File: config.mk
export PLATFORM = sky130hd
export DESIGN_NAME = traffic_light_dimming_controller
export DESIGN_NICKNAME = d
export VERILOG_FILES = /design/src/rtl/tldc_pkg.sv /design/src/rtl/tldc_div.sv /design/src/rtl/tldc_dp.sv /design/src/rtl/tldc_ctrl.sv /design/src/rtl/traffic_light_dimming_controller.sv
export SDC_FILE = /design/constraint.sdc
export NUM_CORES = 2
export LEC_CHECK = 0
export BUFFER_PORTS_ARGS = -buffer_cell sky130_fd_sc_hd__buf_2
export CAP_MARGIN = 20
export CORE_MARGIN = 8
export CORE_UTILIZATION = 45
export CTS_BUF_LIST = sky130_fd_sc_hd__clkbuf_16
export DETAILED_ROUTE_END_ITERATION = 12
export MAX_ROUTING_LAYER = met4
export SYNTH_ARGS = -nofsm -noshare
export SYNTH_HDL_FRONTEND = slang
export SYNTH_SLANG_ARGS = --single-unit
File: constraint.sdc
create_clock -name clk -period 6.2 [get_ports clk]
set_input_delay 1.24 -clock clk [delete_from_list [all_inputs] [get_ports clk]]
set_output_delay 1.24 -clock clk [all_outputs]
set_load 0.005 [all_outputs]
File: src/rtl/tldc_pkg.sv
// Shared types and constants for the traffic light dimming controller.
// No dependencies; imported by tldc_dp, tldc_ctrl and the top level.
package tldc_pkg;

    localparam int TIME_W      = 32;
    localparam int CFG_W       = 16;
    localparam int BRIGHT_W    = 8;
    localparam int MAX_HEADS   = 4;
    localparam int LAMP_BITS   = 3;
    localparam int MASK_W      = MAX_HEADS * LAMP_BITS;
    localparam int CFG_INDEX_W = 3;

    localparam logic [CFG_W-1:0]    YELLOW_TIME_RST    = 16'd1500;
    localparam logic [CFG_W-1:0]    MAIN_TIME_RST      = 16'd8000;
    localparam logic [CFG_W-1:0]    BLINK_HALF_RST     = 16'd500;
    localparam logic [CFG_W-1:0]    PRESS_HOLDOFF_RST  = 16'd500;
    localparam logic [CFG_W-1:0]    SAMPLE_PERIOD_RST  = 16'd500;
    localparam logic [CFG_W-1:0]    PEAK_HOLD_RST      = 16'd60000;
    localparam logic [BRIGHT_W-1:0] MAX_BRIGHT_RST     = 8'd200;
    localparam logic [MAX_HEADS-1:0] START_PATTERN_RST = 4'd9;

    localparam int LAMP_RED    = 0;
    localparam int LAMP_YELLOW = 1;
    localparam int LAMP_GREEN  = 2;

    typedef enum logic [CFG_INDEX_W-1:0] {
        REG_YELLOW_TIME   = 3'd0,
        REG_MAIN_TIME     = 3'd1,
        REG_BLINK_HALF    = 3'd2,
        REG_PRESS_HOLDOFF = 3'd3,
        REG_SAMPLE_PERIOD = 3'd4,
        REG_PEAK_HOLD     = 3'd5,
        REG_MAX_BRIGHT    = 3'd6,
        REG_START_PATTERN = 3'd7
    } cfg_reg_t;

    typedef enum logic [1:0] {
        PH_RED    = 2'd0,
        PH_YELLOW = 2'd1,
        PH_GREEN  = 2'd2
    } phase_t;

    typedef struct packed {
        logic capture;
        logic update;
        logic div_start;
        logic out_load;
    } dp_cmd_t;

    typedef struct packed {
        logic div_done;
        logic out_free;
    } dp_status_t;

endpackage

File: src/rtl/tldc_div.sv
// Restoring unsigned divider, one quotient bit per cycle.
// Depends on nothing; used by tldc_dp.
module tldc_div #(
    parameter int DVD_W = 18,
    parameter int DVS_W = 10
) (
    input  logic             clk,
    input  logic             rst_n,
    input  logic             start,
    input  logic [DVD_W-1:0] dividend,
    input  logic [DVS_W-1:0] divisor,
    output logic             done,
    output logic [DVD_W-1:0] quotient
);

    localparam int CNT_W = $clog2(DVD_W + 1);

    logic             busy_reg, busy_next;
    logic             done_reg, done_next;
    logic [CNT_W-1:0] cnt_reg, cnt_next;
    logic [DVD_W-1:0] dq_reg, dq_next;
    logic [DVS_W-1:0] rem_reg, rem_next;
    logic [DVS_W-1:0] dvs_reg, dvs_next;
    logic [DVS_W:0]   rem_shift;
    logic [DVS_W:0]   diff;
    logic             fits;

    assign rem_shift = {rem_reg, dq_reg[DVD_W-1]};
    assign diff      = rem_shift - {1'b0, dvs_reg};
    assign fits      = rem_shift >= {1'b0, dvs_reg};

    always_comb
    begin
        busy_next = busy_reg;
        done_next = 1'b0;
        cnt_next  = cnt_reg;
        dq_next   = dq_reg;
        rem_next  = rem_reg;
        dvs_next  = dvs_reg;
        if (start)
        begin
            busy_next = 1'b1;
            cnt_next  = CNT_W'(DVD_W);
            dq_next   = dividend;
            rem_next  = '0;
            dvs_next  = divisor;
        end
        else if (busy_reg)
        begin
            rem_next = fits ? diff[DVS_W-1:0] : rem_shift[DVS_W-1:0];
            dq_next  = {dq_reg[DVD_W-2:0], fits};
            cnt_next = cnt_reg - CNT_W'(1);
            if (cnt_reg == CNT_W'(1))
            begin
                busy_next = 1'b0;
                done_next = 1'b1;
            end
        end
    end

    always_ff @(posedge clk or negedge rst_n)
    begin
        if (!rst_n)
        begin
            busy_reg <= 1'b0;
            done_reg <= 1'b0;
            cnt_reg  <= '0;
        end
        else
        begin
            busy_reg <= busy_next;
            done_reg <= done_next;
            cnt_reg  <= cnt_next;
        end
    end

    always_ff @(posedge clk)
    begin
        dq_reg  <= dq_next;
        rem_reg <= rem_next;
        dvs_reg <= dvs_next;
    end

    assign done     = done_reg;
    assign quotient = dq_reg;

endmodule

File: src/rtl/tldc_dp.sv
// Datapath: configuration registers, timers, sensor peak tracking, lamp heads,
// brightness division and the output register. Depends on tldc_pkg, tldc_div.
module tldc_dp #(
    parameter int NUM_HEADS   = 4,
    parameter int SAMPLE_BITS = 10
) (
    input  logic                                clk,
    input  logic                                rst_n,
    input  logic                                cfg_we,
    input  logic [tldc_pkg::CFG_INDEX_W-1:0]    cfg_index,
    input  logic [tldc_pkg::CFG_W-1:0]          cfg_data,
    input  logic [SAMPLE_BITS-1:0]              sensor_sample,
    input  logic                                button_level,
    input  tldc_pkg::dp_cmd_t                   cmd,
    output tldc_pkg::dp_status_t                status,
    input  logic                                out_ready,
    output logic                                out_valid,
    output logic [tldc_pkg::MASK_W-1:0]         lamp_mask,
    output logic [tldc_pkg::BRIGHT_W-1:0]       brightness,
    output logic                                flashing
);

    import tldc_pkg::*;

    localparam int  PROD_W     = BRIGHT_W + SAMPLE_BITS;
    localparam bit  HEADS_ODD  = (NUM_HEADS % 2) == 1;

    logic [CFG_W-1:0]    yellow_time_reg, yellow_time_next;
    logic [CFG_W-1:0]    main_time_reg, main_time_next;
    logic [CFG_W-1:0]    blink_half_reg, blink_half_next;
    logic [CFG_W-1:0]    press_holdoff_reg, press_holdoff_next;
    logic [CFG_W-1:0]    sample_period_reg, sample_period_next;
    logic [CFG_W-1:0]    peak_hold_reg, peak_hold_next;
    logic [BRIGHT_W-1:0] max_bright_reg, max_bright_next;

    logic [TIME_W-1:0]   now_reg, now_next;
    logic [TIME_W-1:0]   sample_time_reg, sample_time_next;
    logic [TIME_W-1:0]   peak_time_reg, peak_time_next;
    logic [TIME_W-1:0]   press_time_reg, press_time_next;
    logic [TIME_W-1:0]   blink_time_reg, blink_time_next;
    logic                blink_on_reg, blink_on_next;
    logic                flash_mode_reg, flash_mode_next;
    logic [SAMPLE_BITS-1:0] held_reg, held_next;
    logic [SAMPLE_BITS-1:0] peak_reg, peak_next;
    phase_t              phase_reg [NUM_HEADS];
    phase_t              phase_next [NUM_HEADS];
    logic                from_green_reg [NUM_HEADS];
    logic                from_green_next [NUM_HEADS];
    logic [TIME_W-1:0]   phase_start_reg [NUM_HEADS];
    logic [TIME_W-1:0]   phase_start_next [NUM_HEADS];

    logic [SAMPLE_BITS-1:0] in_sample_reg;
    logic                in_button_reg;
    logic [MASK_W-1:0]   mask_reg, mask_next;

    logic                out_valid_reg, out_valid_next;
    logic [MASK_W-1:0]   lamp_mask_reg;
    logic [BRIGHT_W-1:0] brightness_reg;
    logic                flashing_reg;

    logic                sample_due, press_hit, blink_due, blink_half_zero;
    logic [TIME_W-1:0]   elapsed [NUM_HEADS];
    logic                seen_blink;
    logic                div_done;
    logic [PROD_W-1:0]   product;
    logic [PROD_W-1:0]   quotient;
    logic [BRIGHT_W-1:0] bright_sat;

    assign sample_due      = (now_reg - sample_time_reg) > TIME_W'(sample_period_reg);
    assign press_hit       = in_button_reg &&
                             ((now_reg - press_time_reg) > TIME_W'(press_holdoff_reg));
    assign blink_due       = (now_reg - blink_time_reg) >= TIME_W'(blink_half_reg);
    assign blink_half_zero = blink_half_reg == '0;

    // config writes
    always_comb
    begin
        yellow_time_next   = yellow_time_reg;
        main_time_next     = main_time_reg;
        blink_half_next    = blink_half_reg;
        press_holdoff_next = press_holdoff_reg;
        sample_period_next = sample_period_reg;
        peak_hold_next     = peak_hold_reg;
        max_bright_next    = max_bright_reg;
        if (cfg_we)
        begin
            unique case (cfg_reg_t'(cfg_index))
                REG_YELLOW_TIME:   yellow_time_next   = cfg_data;
                REG_MAIN_TIME:     main_time_next     = cfg_data;
                REG_BLINK_HALF:    blink_half_next    = cfg_data;
                REG_PRESS_HOLDOFF: press_holdoff_next = cfg_data;
                REG_SAMPLE_PERIOD: sample_period_next = cfg_data;
                REG_PEAK_HOLD:     peak_hold_next     = cfg_data;
                REG_MAX_BRIGHT:    max_bright_next    = cfg_data[BRIGHT_W-1:0];
                REG_START_PATTERN: ;
            endcase
        end
    end

    // start pattern load and per-tick update
    always_comb
    begin
        now_next         = now_reg;
        sample_time_next = sample_time_reg;
        peak_time_next   = peak_time_reg;
        press_time_next  = press_time_reg;
        blink_time_next  = blink_time_reg;
        blink_on_next    = blink_on_reg;
        flash_mode_next  = flash_mode_reg;
        held_next        = held_reg;
        peak_next        = peak_reg;
        mask_next        = mask_reg;
        seen_blink       = 1'b0;
        for (int h = 0; h < NUM_HEADS; h++)
        begin
            elapsed[h]          = now_reg - phase_start_reg[h];
            phase_next[h]       = phase_reg[h];
            from_green_next[h]  = from_green_reg[h];
            phase_start_next[h] = phase_start_reg[h];
        end

        priority if (cfg_we && cfg_reg_t'(cfg_index) == REG_START_PATTERN)
        begin
            for (int h = 0; h < NUM_HEADS; h++)
                phase_next[h] = cfg_data[h] ? PH_GREEN : PH_RED;
        end
        else if (cmd.update)
        begin
            now_next = now_reg + TIME_W'(1);
            if (sample_due)
            begin
                held_next        = in_sample_reg;
                sample_time_next = now_reg;
                if (in_sample_reg > peak_reg ||
                    (now_reg - peak_time_reg) > TIME_W'(peak_hold_reg))
                begin
                    peak_next      = in_sample_reg;
                    peak_time_next = now_reg;
                end
            end
            if (press_hit)
            begin
                press_time_next = now_reg;
                flash_mode_next = !flash_mode_reg;
            end
            mask_next = '0;
            if (flash_mode_next)
            begin
                // zero half period: each head toggles again, so neighbors alternate
                if (blink_due)
                begin
                    blink_time_next = now_reg;
                    blink_on_next   = blink_on_reg ^ (!blink_half_zero || HEADS_ODD);
                end
                for (int h = 0; h < NUM_HEADS; h++)
                begin
                    seen_blink = blink_on_reg ^
                                 (blink_due && (!blink_half_zero || ((h & 1) == 0)));
                    mask_next[h*LAMP_BITS + LAMP_YELLOW] = seen_blink;
                end
            end
            else
            begin
                for (int h = 0; h < NUM_HEADS; h++)
                begin
                    if (phase_reg[h] == PH_YELLOW)
                    begin
                        if (elapsed[h] > TIME_W'(yellow_time_reg))
                            phase_next[h] = from_green_reg[h] ? PH_RED : PH_GREEN;
                    end
                    else if (elapsed[h] > TIME_W'(main_time_reg))
                    begin
                        from_green_next[h]  = phase_reg[h] == PH_GREEN;
                        phase_next[h]       = PH_YELLOW;
                        phase_start_next[h] = now_reg;
                    end
                    unique case (phase_next[h])
                        PH_YELLOW: mask_next[h*LAMP_BITS + LAMP_YELLOW] = 1'b1;
                        PH_GREEN:  mask_next[h*LAMP_BITS + LAMP_GREEN]  = 1'b1;
                        default:   mask_next[h*LAMP_BITS + LAMP_RED]    = 1'b1;
                    endcase
                end
            end
        end
        else
        begin
        end
    end

    assign product = PROD_W'(max_bright_reg) * PROD_W'(held_reg);

    tldc_div #(
        .DVD_W (PROD_W),
        .DVS_W (SAMPLE_BITS)
    ) u_div (
        .clk      (clk),
        .rst_n    (rst_n),
        .start    (cmd.div_start),
        .dividend (product),
        .divisor  (peak_reg),
        .done     (div_done),
        .quotient (quotient)
    );

    assign bright_sat = (peak_reg == '0) ? '0 :
                        (|quotient[PROD_W-1:BRIGHT_W]) ? '1 : quotient[BRIGHT_W-1:0];

    always_comb
    begin
        out_valid_next = out_valid_reg;
        if (cmd.out_load)
            out_valid_next = 1'b1;
        else if (out_ready)
            out_valid_next = 1'b0;
    end

    always_ff @(posedge clk or negedge rst_n)
    begin
        if (!rst_n)
        begin
            yellow_time_reg   <= YELLOW_TIME_RST;
            main_time_reg     <= MAIN_TIME_RST;
            blink_half_reg    <= BLINK_HALF_RST;
            press_holdoff_reg <= PRESS_HOLDOFF_RST;
            sample_period_reg <= SAMPLE_PERIOD_RST;
            peak_hold_reg     <= PEAK_HOLD_RST;
            max_bright_reg    <= MAX_BRIGHT_RST;
            now_reg           <= '0;
            sample_time_reg   <= '0;
            peak_time_reg     <= '0;
            press_time_reg    <= '0;
            blink_time_reg    <= '0;
            blink_on_reg      <= 1'b0;
            flash_mode_reg    <= 1'b0;
            held_reg          <= '0;
            peak_reg          <= '0;
            out_valid_reg     <= 1'b0;
            for (int h = 0; h < NUM_HEADS; h++)
            begin
                phase_reg[h]       <= START_PATTERN_RST[h] ? PH_GREEN : PH_RED;
                from_green_reg[h]  <= 1'b0;
                phase_start_reg[h] <= '0;
            end
        end
        else
        begin
            yellow_time_reg   <= yellow_time_next;
            main_time_reg     <= main_time_next;
            blink_half_reg    <= blink_half_next;
            press_holdoff_reg <= press_holdoff_next;
            sample_period_reg <= sample_period_next;
            peak_hold_reg     <= peak_hold_next;
            max_bright_reg    <= max_bright_next;
            now_reg           <= now_next;
            sample_time_reg   <= sample_time_next;
            peak_time_reg     <= peak_time_next;
            press_time_reg    <= press_time_next;
            blink_time_reg    <= blink_time_next;
            blink_on_reg      <= blink_on_next;
            flash_mode_reg    <= flash_mode_next;
            held_reg          <= held_next;
            peak_reg          <= peak_next;
            out_valid_reg     <= out_valid_next;
            for (int h = 0; h < NUM_HEADS; h++)
            begin
                phase_reg[h]       <= phase_next[h];
                from_green_reg[h]  <= from_green_next[h];
                phase_start_reg[h] <= phase_start_next[h];
            end
        end
    end

    always_ff @(posedge clk)
    begin
        if (cmd.capture)
        begin
            in_sample_reg <= sensor_sample;
            in_button_reg <= button_level;
        end
        mask_reg <= mask_next;
        if (cmd.out_load)
        begin
            lamp_mask_reg  <= mask_reg;
            brightness_reg <= bright_sat;
            flashing_reg   <= flash_mode_reg;
        end
    end

    assign status.div_done = div_done;
    assign status.out_free = !out_valid_reg || out_ready;

    assign out_valid  = out_valid_reg;
    assign lamp_mask  = lamp_mask_reg;
    assign brightness = brightness_reg;
    assign flashing   = flashing_reg;

endmodule

File: src/rtl/tldc_ctrl.sv
// Sequencer for one tick: capture, state update, brightness divide, output load.
// Depends on tldc_pkg.
module tldc_ctrl (
    input  logic                 clk,
    input  logic                 rst_n,
    input  logic                 in_valid,
    output logic                 in_ready,
    input  tldc_pkg::dp_status_t status,
    output tldc_pkg::dp_cmd_t    cmd
);

    import tldc_pkg::*;

    typedef enum logic [2:0] {
        S_IDLE,
        S_UPDATE,
        S_DIV_START,
        S_DIV_WAIT,
        S_LOAD
    } state_t;

    state_t state_reg, state_next;

    always_comb
    begin
        state_next = state_reg;
        unique case (state_reg)
            S_IDLE:      if (in_valid) state_next = S_UPDATE;
            S_UPDATE:    state_next = S_DIV_START;
            S_DIV_START: state_next = S_DIV_WAIT;
            S_DIV_WAIT:  if (status.div_done) state_next = S_LOAD;
            S_LOAD:      if (status.out_free) state_next = S_IDLE;
            default:     state_next = S_IDLE;
        endcase
    end

    always_ff @(posedge clk or negedge rst_n)
    begin
        if (!rst_n)
            state_reg <= S_IDLE;
        else
            state_reg <= state_next;
    end

    assign in_ready      = state_reg == S_IDLE;
    assign cmd.capture   = in_valid && (state_reg == S_IDLE);
    assign cmd.update    = state_reg == S_UPDATE;
    assign cmd.div_start = state_reg == S_DIV_START;
    assign cmd.out_load  = (state_reg == S_LOAD) && status.out_free;

endmodule

File: src/rtl/traffic_light_dimming_controller.sv
// Top level of the traffic light dimming controller.
// Depends on tldc_pkg, tldc_ctrl, tldc_dp (which holds tldc_div).
//
// Each input transfer is one 1 ms tick carrying a light sample and the button
// level; each tick yields exactly one output transfer with the lamp mask, the
// lamp brightness and the flashing flag.
// Channels: in_valid/in_ready and out_valid/out_ready; configuration through
// cfg_we/cfg_index/cfg_data; it is the user's duty that these are written only
// while no tick is in flight; the block itself does not enforce it.
// The brightness divider is bit-serial. A tick is taken only while idle, and
// in_ready returns in the cycle after the result is loaded, so a new tick is
// not taken before the previous result has been loaded.
// The result sits in an output register; a finished result waiting there
// does not block the next tick's update and divide, only its final load.
// If the receiver stalls, the block holds the finished result and stops
// before loading the next one.
// Reset: configuration returns to its defaults, timers and peak clear, heads
// start green or red per the default start pattern, no output is valid.
module traffic_light_dimming_controller #(
    parameter int NUM_HEADS   = 4,
    parameter int SAMPLE_BITS = 10
) (
    input  logic                                clk,
    input  logic                                rst_n,
    input  logic                                cfg_we,
    input  logic [tldc_pkg::CFG_INDEX_W-1:0]    cfg_index,
    input  logic [tldc_pkg::CFG_W-1:0]          cfg_data,
    input  logic                                in_valid,
    output logic                                in_ready,
    input  logic [SAMPLE_BITS-1:0]              sensor_sample,
    input  logic                                button_level,
    output logic                                out_valid,
    input  logic                                out_ready,
    output logic [tldc_pkg::MASK_W-1:0]         lamp_mask,
    output logic [tldc_pkg::BRIGHT_W-1:0]       brightness,
    output logic                                flashing
);

    import tldc_pkg::*;

    dp_cmd_t    cmd;
    dp_status_t status;

    tldc_ctrl u_ctrl (
        .clk      (clk),
        .rst_n    (rst_n),
        .in_valid (in_valid),
        .in_ready (in_ready),
        .status   (status),
        .cmd      (cmd)
    );

    tldc_dp #(
        .NUM_HEADS   (NUM_HEADS),
        .SAMPLE_BITS (SAMPLE_BITS)
    ) u_dp (
        .clk           (clk),
        .rst_n         (rst_n),
        .cfg_we        (cfg_we),
        .cfg_index     (cfg_index),
        .cfg_data      (cfg_data),
        .sensor_sample (sensor_sample),
        .button_level  (button_level),
        .cmd           (cmd),
        .status        (status),
        .out_ready     (out_ready),
        .out_valid     (out_valid),
        .lamp_mask     (lamp_mask),
        .brightness    (brightness),
        .flashing      (flashing)
    );

endmodule

==> impl_metrics.toml <==
[synthesis]
yosys.area_share.adder_pct = 17.2
syn_area_mm2 = 0.0436
synth-compound-area-share_pct = 18.6
ys_warn_count = 0
netlist.area_leader.share_pct = 22.6
synth-simple-area-share_pct = 13.6
synth_area_leader_cell = "dfrtp_1"
synth_top_family_by_area = "compound AO/OA/AOI/OAI gates"
synth-seq-cells = 519
synthArstFlopShare_pct = 84.2
ys_types = 103
synth_mux_area_share_pct = 9.08
synth-seq-area-share_pct = 30.6
synth-edff-count = 72
synth_cells = 4811
yosys-top-cells-area = "dfrtp_1 23%, ha_1 15%, mux2_2 6.2%"
synth_xor_area_share_pct = 4.52
syn_area_per_cell_um2 = 9.07
synth-main-ff-cell = "dfrtp_1"
syn_nets = 5412

[sta]
hold_slack_ns = 0.412
tightestPinTransition_ns = 1.16
rsz0062_at_grt = "no"
min_period_ns = 5.84
hold_viol_final = 0
finalCritPeriodShare_pct = 94.2
slew_headroom_pct = 22.5
fmax_mhz = 171
maxSlewViolCount = 0
finalSetupViolCount = 0
skew_ns = 0.0168
tns_ns = 0

[finish]
finish.net_count = 5459
area_delta_synth_final_pct = 9.26
largest_register_ffs = 128
drive_gt1_share_pct = 13.4
final_area_mm2 = 0.0477

[routing]
ant_nets = 0
drt-total-wl_um = 135000
drcViolationCount = 0
via_count = 36100
viasPerCell = 5.84
wl_per_cell_um = 21.9
drt_iter0_drc = 3347
dr.pass1.iters = 6

[place]
dp_hpwl_um = 104000
port_buffers = 57
place_area_mm2 = 0.0456
place.gp.congestion = 0.957

[clocking]
htreeDepth = 2
cts_root_buf = "clkbuf_16"
cts.path.max_buffers = 3
cts_tree = "done"
clock_latency_ns = 0.67
clk_pin_slew_ns = 0.06
cts-buffers-inserted = 61
cts.sinks = 519

[min_path]
min-delay-start = "u_dp.mask_reg[9]"
hold_path.class = "register to register"

[global_route]
grt_pass1_vias = 34700
grt_max_degree = 103
grt.total_usage_pct = 25.5
grt_pass1_wl_um = 210000
grt_antenna_before_repair = 9
grt-ovfl-total = 0

[critical_path]
critPathLaunch = "u_dp.now_reg[1]"
path_max_fanout = 33
timing.rr.start = "u_dp.now_reg[1]"
cpMostUsedCell = "a21oi_1"
startpoint_type = "register"
critPathArrivalTime_ns = 6.39
max_stage_delay_ns = 0.46
slowest_stage = "dfrtp_1"
path_cells = "clkinv_1 -> fa_1 -> nand2b_1 -> a21oi_1 -> nor2_1 -> or2_2 -> o21bai_1 -> a21oi_1 -> xnor2_1 -> ha_1 -> nand4_1 -> nor4_1 -> a22o_1 -> o2111ai_1 -> a2111oi_4 -> a31oi_4 -> xnor2_4 -> buf_4 -> nand4_4 -> buf_6 -> mux2_2"
endpoint_kind = "register"
cp.required_ns = 6.75
critPathKind = "register to register"

[floorplan]
start_util_pct = 45.3
placementRows = 114
core_mm2 = 0.0964
dieHeight_um = 327
die-area_mm2 = 0.107
ios = 58
die_x_um = 327

[job]
drv_cap = 0

[power]
ir_drop_v = 0.000324
power_uw = 23100
leakagePower_uw = 0.0232
p_per_area_mw_per_mm2 = 484

[run_status]
status = "finished clean"
## metrics by stage
step                      worst slack (ns)  instances  util, %
after floorplan                      0.473       4811        -
after global placement               0.314       6066     47.3
after detailed placement             0.289       6066     47.3
after CTS                            0.262       6181     49.4
after global routing               0.00472       6188     49.4
final                                0.362       6193     49.5
## timing repair
action	4_1_cts	5_1_grt
buffers inserted	0	3
endpoints found under the setup margin	0	86
hold buffers	0	0
gates resized for setup	0	2
## cells in the final DEF, fill, tap and decap left out, types with 18 or more instances in the layout
master / netlist / layout
buf_2: 25 / 56
dfstp_2: 43 / 43
a21o_1: 127 / 127
o21ai_0: 287 / 287
xnor2_1: 143 / 143
nor3_1: 66 / 64
buf_4: 6 / 93
and2_1: 63 / 63
ha_1: 509 / 509
o211ai_1: 37 / 37
nand4_1: 104 / 104
edfxtp_1: 72 / 72
a21oi_1: 347 / 347
mux2i_1: 37 / 37
mux2_2: 240 / 240
inv_1: 522 / 529
nor2_1: 230 / 228
o21a_1: 69 / 69
a31oi_1: 48 / 47
xor2_1: 79 / 79
clkbuf_16: 0 / 63
and3_1: 39 / 39
mux2_4: 54 / 54
o21bai_1: 32 / 32
nand2_1: 399 / 399
dfrtp_1: 394 / 394
nor2b_1: 32 / 32
nand2b_1: 43 / 43
nand3_1: 92 / 92
nor4_1: 31 / 31
a211oi_1: 56 / 56
and4_1: 18 / 18
fa_1: 57 / 57
o31ai_1: 31 / 30
or3_1: 25 / 25
## final cells by class
| cell class | instances | area, µm² |
|---|---|---|
| clock inverters | 53 | 418 |
| inverters | 525 | 1970 |
| diodes | 7 | 17.5 |
| repair buffers | 162 | 1220 |
| clock buffers | 62 | 1550 |
| well taps | 1276 | 1600 |
| fillers | 9191 | 48700 |
| multi-input cells | 3589 | 27600 |
| flip-flops and latches | 519 | 13400 |
## logic make-up (layout without fill, tap and decap cells)
| logic type | count (synthesis) | count (layout) |
|---|---|---|
| fa+ha+maj | 566 | 566 |
| flops | 519 | 519 |
| simple gates | 1207 | 1207 |
| other cells | 0 | 7 |
| mux | 338 | 338 |
| buf+inv | 703 | 802 |
| xor+xnor | 223 | 223 |
| compound gates | 1255 | 1255 |
## cells in the mapped netlist (18+ instances only)
library cell and instances:
inv_1 522, ha_1 509, nand2_1 399, dfrtp_1 394, a21oi_1 347, o21ai_0 287, mux2_2 240, nor2_1 230
xnor2_1 143, clkbuf_1 129, a21o_1 127, nand4_1 104, nand3_1 92, xor2_1 79, edfxtp_1 72, o21a_1 69
nor3_1 66, and2_1 63, fa_1 57, a211oi_1 56, mux2_4 54, a31oi_1 48, dfstp_2 43, nand2b_1 43
and3_1 39, mux2i_1 37, o211ai_1 37, nor2b_1 32, o21bai_1 32, nor4_1 31, o31ai_1 31, buf_2 25
or3_1 25, and4_1 18
## worst max-delay path, delay by kind of cell, from the launching register on
kind | cells | cell delay (ns)
AOI/OAI and AO/OA | 7 | 1.63
and+or+nand+nor | 6 | 1.26
buffers and inverters | 3 | 0.76
adders and majority gates | 2 | 0.76
DFF | 1 | 0.46
xor gates and xnor gates | 2 | 0.41
muxes | 1 | 0.39
## path summary, 6_finish.rpt
check | cells past startpoint | to | slack (ns)
min reg2reg | 0 | u_dp.lamp_mask[9] | 0.41
max | 21 | u_dp.phase_start_reg[98] | 0.36
max reg2reg | 21 | u_dp.phase_start_reg[98] | 0.36
min | 0 | u_dp.lamp_mask[9] | 0.41
max in group asynchronous | 2 | u_dp.sample_period_reg[10] | 4.30
min in group asynchronous | 1 | u_dp.yellow_time_reg[9] | 0.59
## power breakdown
group | switching [µW] | internal (µW)
Combinational | 8510 | 6470
Clock | 1580 | 2000
Sequential | 455 | 4090
Total | 10500 | 12600
## routing by layer
metal,wire length [µm],track usage (%)
met3,8390,3.20
met4,4910,8.28
met5,0,-
met2,58600,38.4
met1,63600,35.6
(Power assumes the default switching activity.)
